===== src/rtl/ctks_pkg.sv =====
// Shared types and constants for the cosine top-K search block.
package ctks_pkg;

  // Fixed field widths.
  localparam int VAL_W   = 16;
  localparam int CNT_W   = 9;
  localparam int TOPC_W  = 5;
  localparam int IDX_W   = 16;
  localparam int SCORE_W = 16;
  localparam int STAT_W  = 2;
  localparam int MODE_W  = 2;
  localparam int REG_W   = 1;

  // Arithmetic widths.
  localparam int DOT_W   = 40;
  localparam int NORM_W  = 39;
  localparam int ROOT_W  = 20;
  localparam int SREM_W  = ROOT_W + 3;
  localparam int DEN_W   = 2 * ROOT_W;
  localparam int NUM_W   = DOT_W + 15;
  localparam int PROD_W  = 2 * VAL_W;
  localparam int SQ_W    = 2 * VAL_W - 1;
  localparam int STEP_W  = 6;

  // One root digit per step, one quotient bit per step.
  localparam int SQ_STEPS  = ROOT_W;
  localparam int DIV_STEPS = NUM_W;

  localparam logic [CNT_W-1:0] COUNT_SAT = 9'd511;

  // Item modes. The spare code is accepted and ignored.
  localparam logic [MODE_W-1:0] MODE_QUERY  = 2'd0;
  localparam logic [MODE_W-1:0] MODE_DBASE  = 2'd1;
  localparam logic [MODE_W-1:0] MODE_REPORT = 2'd2;
  localparam logic [MODE_W-1:0] MODE_SPARE  = 2'd3;

  // Result status codes.
  localparam logic [STAT_W-1:0] STAT_OK       = 2'd0;
  localparam logic [STAT_W-1:0] STAT_EMPTY    = 2'd1;
  localparam logic [STAT_W-1:0] STAT_MISMATCH = 2'd2;

  // Register indexes.
  localparam logic [REG_W-1:0] REG_FEATURE_LENGTH = 1'd0;
  localparam logic [REG_W-1:0] REG_TOP_COUNT      = 1'd1;

  // Commands from the controller to the datapath.
  typedef struct packed {
    logic take_q;
    logic take_d;
    logic acc_q;
    logic acc_d;
    logic vec_clear;
    logic sq_load;
    logic sq_sel_d;
    logic sq_step;
    logic save_q;
    logic dmul;
    logic div_load;
    logic div_step;
    logic insert;
    logic rpt_load;
    logic clear;
  } ctks_cmd_t;

  // Status from the datapath to the controller.
  typedef struct packed {
    logic pc_ok;
    logic out_free;
    logic rpt_final;
  } ctks_sts_t;

endpackage


===== src/rtl/ctks_ctrl.sv =====
// Controller state machine for the cosine top-K search block.
module ctks_ctrl (
  input  logic                         clk,
  input  logic                         rst_n,
  input  logic                         in_valid,
  input  logic [ctks_pkg::MODE_W-1:0]  in_mode,
  input  logic                         in_last,
  output logic                         in_ready,
  input  ctks_pkg::ctks_sts_t          sts,
  output ctks_pkg::ctks_cmd_t          cmd
);

  localparam logic [3:0] ST_IDLE = 4'd0;
  localparam logic [3:0] ST_MUL  = 4'd1;
  localparam logic [3:0] ST_ACC  = 4'd2;
  localparam logic [3:0] ST_SQQ  = 4'd3;
  localparam logic [3:0] ST_SWAP = 4'd4;
  localparam logic [3:0] ST_SQD  = 4'd5;
  localparam logic [3:0] ST_DMUL = 4'd6;
  localparam logic [3:0] ST_DIVL = 4'd7;
  localparam logic [3:0] ST_DIV  = 4'd8;
  localparam logic [3:0] ST_INS  = 4'd9;
  localparam logic [3:0] ST_RPT  = 4'd10;

  logic [3:0]                   state_r, state_nxt;
  logic [ctks_pkg::STEP_W-1:0]  step_r, step_nxt;
  logic                         is_query_r, is_query_nxt;
  logic                         last_r, last_nxt;
  logic                         accept;

  assign in_ready = (state_r == ST_IDLE);
  assign accept   = in_valid && in_ready;

  // Next state and command decode.
  always_comb begin
    state_nxt    = state_r;
    step_nxt     = step_r;
    is_query_nxt = is_query_r;
    last_nxt     = last_r;
    cmd          = '0;
    unique case (state_r)
      ST_IDLE: begin
        if (accept) begin
          last_nxt = in_last;
          if (in_mode == ctks_pkg::MODE_QUERY) begin
            cmd.take_q   = 1'b1;
            is_query_nxt = 1'b1;
            state_nxt    = ST_MUL;
          end else if (in_mode == ctks_pkg::MODE_DBASE) begin
            cmd.take_d   = 1'b1;
            is_query_nxt = 1'b0;
            state_nxt    = ST_MUL;
          end else if (in_mode == ctks_pkg::MODE_REPORT) begin
            state_nxt = ST_RPT;
          end
        end
      end
      ST_MUL: begin
        state_nxt = ST_ACC;
      end
      ST_ACC: begin
        state_nxt = ST_IDLE;
        if (is_query_r) begin
          cmd.acc_q = 1'b1;
        end else if (last_r && !sts.pc_ok) begin
          cmd.vec_clear = 1'b1;
        end else begin
          cmd.acc_d = 1'b1;
          if (last_r) begin
            cmd.sq_load = 1'b1;
            step_nxt    = '0;
            state_nxt   = ST_SQQ;
          end
        end
      end
      ST_SQQ: begin
        cmd.sq_step = 1'b1;
        step_nxt    = step_r + 1'b1;
        if (step_r == ctks_pkg::STEP_W'(ctks_pkg::SQ_STEPS - 1)) begin
          state_nxt = ST_SWAP;
        end
      end
      ST_SWAP: begin
        cmd.save_q   = 1'b1;
        cmd.sq_load  = 1'b1;
        cmd.sq_sel_d = 1'b1;
        step_nxt     = '0;
        state_nxt    = ST_SQD;
      end
      ST_SQD: begin
        cmd.sq_step = 1'b1;
        step_nxt    = step_r + 1'b1;
        if (step_r == ctks_pkg::STEP_W'(ctks_pkg::SQ_STEPS - 1)) begin
          state_nxt = ST_DMUL;
        end
      end
      ST_DMUL: begin
        cmd.dmul  = 1'b1;
        state_nxt = ST_DIVL;
      end
      ST_DIVL: begin
        cmd.div_load = 1'b1;
        step_nxt     = '0;
        state_nxt    = ST_DIV;
      end
      ST_DIV: begin
        cmd.div_step = 1'b1;
        step_nxt     = step_r + 1'b1;
        if (step_r == ctks_pkg::STEP_W'(ctks_pkg::DIV_STEPS - 1)) begin
          state_nxt = ST_INS;
        end
      end
      ST_INS: begin
        cmd.insert = 1'b1;
        state_nxt  = ST_IDLE;
      end
      ST_RPT: begin
        if (sts.out_free) begin
          cmd.rpt_load = 1'b1;
          if (sts.rpt_final) begin
            cmd.clear = 1'b1;
            state_nxt = ST_IDLE;
          end
        end
      end
      default: begin
        state_nxt = ST_IDLE;
      end
    endcase
  end

  // State registers.
  always_ff @(posedge clk) begin
    if (!rst_n) begin
      state_r    <= ST_IDLE;
      step_r     <= '0;
      is_query_r <= 1'b0;
      last_r     <= 1'b0;
    end else begin
      state_r    <= state_nxt;
      step_r     <= step_nxt;
      is_query_r <= is_query_nxt;
      last_r     <= last_nxt;
    end
  end

endmodule


===== config.mk =====
export PLATFORM = sky130hd
export DESIGN_NAME = ctks_ctrl
export DESIGN_NICKNAME = d
export VERILOG_FILES = /design/src/rtl/ctks_pkg.sv /design/src/rtl/ctks_ctrl.sv
export SDC_FILE = /design/constraint.sdc
export NUM_CORES = 1
export LEC_CHECK = 0
export ABC_CLOCK_PERIOD_IN_PS = 2300
export BUFFER_PORTS_ARGS = -buffer_cell sky130_fd_sc_hd__buf_2
export CAP_MARGIN = 20
export CORE_MARGIN = 1.5
export CORE_UTILIZATION = 26
export DETAILED_ROUTE_END_ITERATION = 8
export REMOVE_ABC_BUFFERS = 1
export SYNTH_ARGS = -nofsm -noshare
export SYNTH_HDL_FRONTEND = slang
export SYNTH_SLANG_ARGS = --single-unit

===== constraint.sdc =====
create_clock -name clk -period 2.3 [get_ports clk]
set_input_delay 0.345 -clock clk [delete_from_list [all_inputs] [get_ports clk]]
set_output_delay 0.345 -clock clk [all_outputs]
set_load 0.01 [all_outputs]

# Word-level counts from Yosys, hierarchy flattened
# Index checks and enable logic that the tools add are counted.
# totals
input_bits,9
ff_bits,12
elab_cells,84
output_inout_bits,16
# op_classes
n_reduce_logical,14
n_mux,41
addsub,1
n_eq_ne,24
# ops
operator,n
one-hot mux 4 bit (10 select lines),1
two-way mux 4 bit,9
two-way mux 6 bit,3
one-hot mux 6 bit (3 select lines),1
two-way mux 1 bit,17
"equality test 4 x 3 -> 1 bit, second input constant",4
"!= test 2 bit, second input constant",8
two-way mux 2 bit,7
"equality test 4 bit, second input constant",3
"equality test 4 x 2 -> 1 bit, second input constant",2
AND reduction 7 bit,1
"adder 6 x 1 -> 6 bit, second input constant",1
"equality test 6 x 5 -> 1 bit, second input constant",1
"equality test 6 bit, second input constant",1
two-way mux 3 bit,2
"equality test 4 x 1 -> 1 bit, second input constant",1
logical NOT 4 bit,1
"!= test 4 x 1 -> 1 bit, second input constant",1
AND reduction 4 bit,1
OR reduction 2 bit,2
AND reduction 3 bit,1
nonzero test 3 bit,1
OR reduction 3 bit,1
"equality test 2 x 1 -> 1 bit, second input constant",1
8 further kinds,9

# Depth between registers and ports, before layout
# depth
ltp_word,6
ltp_mapped,6
mapped_depth_nobuf,6

# Least setup slack after synthesis
# Ideal clock, no wire load.
# synth_timing
path_type,register -> output
from,register state_r[0]
to,output port cmd[10] (netlist bit)
setup_slack_ps,441
t_required_ps,1955
stages_incl_launch_ff,5
n_path_buf,1
t_arrival_ps,1514
cell_sequence,dfxtp_1 -> clkbuf_1 -> or4b_1 -> nand2b_1 -> nor3b_1
# synth_rtl
item,line_no,source
from (decl),ctks_ctrl.sv:25,"logic [3:0] state_r, state_nxt;"
from (signal assigned),ctks_ctrl.sv:140,state_r <= state_nxt;
to (decl),ctks_ctrl.sv:10,output ctks_pkg::ctks_cmd_t cmd

==> out/results.txt <==
Die width: 62.9 um
Worst setup startpoint: state_r[3]
R2r setup slk: 0.28 ns
Endpoints failing setup: 0
Worst hold path type: in2reg
Status: completed
Worst path required time: 1.96 ns
CTS buffer count: 3
Sequential-to-total area share from yosys stat: 25.8%
Clock tree buffer depth: 2
Die Y: 62.9 um
Tmin final: 2.18 ns
Combinational power share: 47.3%
Most frequent cells in the layout: buf_2, dfxtp_1, inv_1, nor2_1, nand2_1
Clock latency on the worst-skew pair: 0.29 ns
Initial antenna violation count: 0
Setup TNS: 0 ns
Worst R2R Start: state_r[3]
Reg2Reg Depth: 4
Slew margin rel.: 71.8%
Synth Instances: 123
Clock slew at reported path FFs: 0.08 ns
Final period utilization: 94.7%
Area of the mapped netlist: 932 sq um
Number of nets in the layout: 162
Slowest cell on the critical path: or4b_1
Die ar.: 0.00395 sq mm
Vias in the first global route: 866
Clock power share: 19.8%
Row count: 21
Synthesis warning total: 0
Seq pwr share: 32.9%
Critical path arrival: 1.83 ns
Global-route wire length before repair: 3750 um
NetSw: 385 uW
Starting DRT DRC Count: 54
Hold_buf cts: 0
Final setup margin: 0.121 ns
WS Path Type: reg2out
CP max stage delay: 0.65 ns
Starting Density: 27.5%
Clk sinks: 12
DRC viols: 0
Met2 global-route usage: 19.4%
Final Skew: 0.00212 ns
Seq cells post-synth: 12
Final Max Slew Viols: 0
Cell variety after synth: 42
CTS H-tree depth: 1
Met3 global-route usage: 1.80%
P_int: 532 uW
Overflow after GRT: 0
RSZ-0062 raised after global routing: no
Switching power share of the total: 42.0%
Buffer count from post-CTS setup fixing: 0
Routability cong.: 0.861
Largest net degree at the start of global routing: 16
Final ANT Viol Nets: 0
Top fanout value on the critical path: 14
RR Endpoint: step_r[5]
CP startpoint kind: flop
All-Layer GR Usage: 11.7%
Share of cells above drive strength 1: 22.4%
Routed WL: 2380 um
Hold Vio Cnt, Final: 0
Post-DP HPWL: 1780 um
Final core utilization: 33.5%
CTS tree: done
Yosys top cell area share: 25.8%
WL/cell: 12.3 um
Max-cap violations: 0
# IOs: 25
Top delay family on crit path: simple AND/OR/NAND/NOR gates
ANT cells: 0
DRT Pass-1 Iters: 4
Routed vias: 984
Max Fclk: 0.459 GHz
Worst slew pin tran: 0.422 ns
Core area: 0.00339 sq mm
CP Buf/Inv Count: 2
Mapped Avg Cell Area: 7.58 sq um
Critical path depth: 3
CP Capture Point: cmd[3]
Clock Tree Root: clkbuf_4
P_leak: 0.530 nW
Cells resized by post-CTS repair: 0
Crit-path cells: or4b_1 > inv_1 > buf_2
Crit. End Element: primary output
Port bufs: 24
Worst hold slack: 0.319 ns
Grt peak-use layer: met2
Top post-synthesis cells by area: dfxtp_1, ha_1, nand3_1, and3_1, inv_1
Vias per inst: 5.10
Power per cell area: 808 mW/mm^2
Synthesis-to-finish area growth: 21.7%
Setup WS pre-CTS: 0.309 ns
Most common library cell in the layout ignoring fill and taps: buf_2
Yosys top cell by area: dfxtp_1
VDD IR-drop max: 0.324 mV
M1 GR Usage: 14.9%
==> metrics by stage <==
step	area, sq um	total power, mW	instances
2_1_floorplan	905	0.599	117
3_3_place_gp	1100	0.724	189
3_5_place_dp	1100	0.737	189
4_1_cts	1130	0.917	193
5_1_grt	1130	0.976	193
6_report	1130	0.917	193
==> worst min-delay path, cell delays in order <==
cell	delay, ns
buf_2	0.10
nand3_1	0.07
a21oi_1	0.06
==> worst min path at each step <==
stage / slack, ns / from / to / cells past startpoint
after global routing: 0.34 / in_last / last_r / 3
after detailed placement: 0.50 / step_r[0] / step_r[0] / 1
after CTS: 0.32 / in_last / last_r / 3
after global placement: 0.50 / last_r / last_r / 2
after floorplan: 0.47 / last_r / last_r / 2
final: 0.32 / in_last / last_r / 3
==> sequential cells by signal, indices dropped and copies added, names as in the netlist <==
name and flops:
last_r 1, step_r 6, is_query_r 1, state_r 4
==> layer usage <==
metal,routed length [um],vias to the layer above
li1,-,499
met1,1160,462
met2,1110,18
met3,68,5
met4,44,0
met5,0,-
==> final cells by class <==
| cell class | instances | area (sq um) |
|---|---|---|
| clock buffers | 4 | 36.3 |
| multi-input cells | 94 | 623 |
| inverters | 11 | 41.3 |
| fillers | 365 | 2250 |
| well taps | 46 | 57.6 |
| flip-flops and latches | 12 | 241 |
| repair buffers | 26 | 135 |
==> cell usage after synthesis <==
| library cell | instances |
|---|---|
| a22o_1 | 1 |
| a21o_1 | 1 |
| or3_1 | 3 |
| a22oi_1 | 1 |
| a32oi_1 | 1 |
| o21ai_4 | 1 |
| buf_2 | 1 |
| buf_4 | 1 |
| or3b_1 | 1 |
| a31oi_1 | 2 |
| nand2_1 | 10 |
| a21boi_0 | 1 |
| and2_1 | 1 |
| o211ai_1 | 1 |
| o21ai_0 | 2 |
| o32ai_1 | 1 |
| a311o_1 | 1 |
| a21oi_1 | 7 |
| and3_1 | 7 |
| a221oi_1 | 1 |
| clkbuf_1 | 4 |
| nor2b_1 | 3 |
| nand2b_1 | 6 |
| nor4bb_1 | 1 |
| nor2_1 | 10 |
| xnor2_1 | 1 |
| nor4_2 | 1 |
| o31ai_1 | 1 |
| nor3_1 | 1 |
| nand3_1 | 9 |
| a211oi_1 | 1 |
| clkinv_1 | 1 |
| a311oi_1 | 2 |
| a41o_1 | 1 |
| inv_1 | 10 |
| mux2i_1 | 2 |
| dfxtp_1 | 12 |
| ha_1 | 5 |
| o22ai_1 | 2 |
| or4b_1 | 2 |
| nand4bb_1 | 1 |
| nor3b_1 | 2 |
==> power by group through the flow <==
stage	registers (mW)	logic, mW	clock network, mW
after CTS	0.301	0.433	0.184
after floorplan	0.299	0.300	0
after global placement	0.303	0.421	0
after detailed placement	0.306	0.431	0
final	0.302	0.433	0.182
after global routing	0.308	0.477	0.191
==> cells by family (layout without fill, tap and decap cells) <==
family,after synthesis,count (layout),synth area share (%)
simple gates,58,58,35.2
compound gates,28,28,21.9
buf+inv,17,41,7.38
flops,12,12,25.8
fa+ha+maj,5,5,6.71
mux,2,2,2.15
xor+xnor,1,1,0.940
Note: power is estimated with default switching activity, not from simulation.
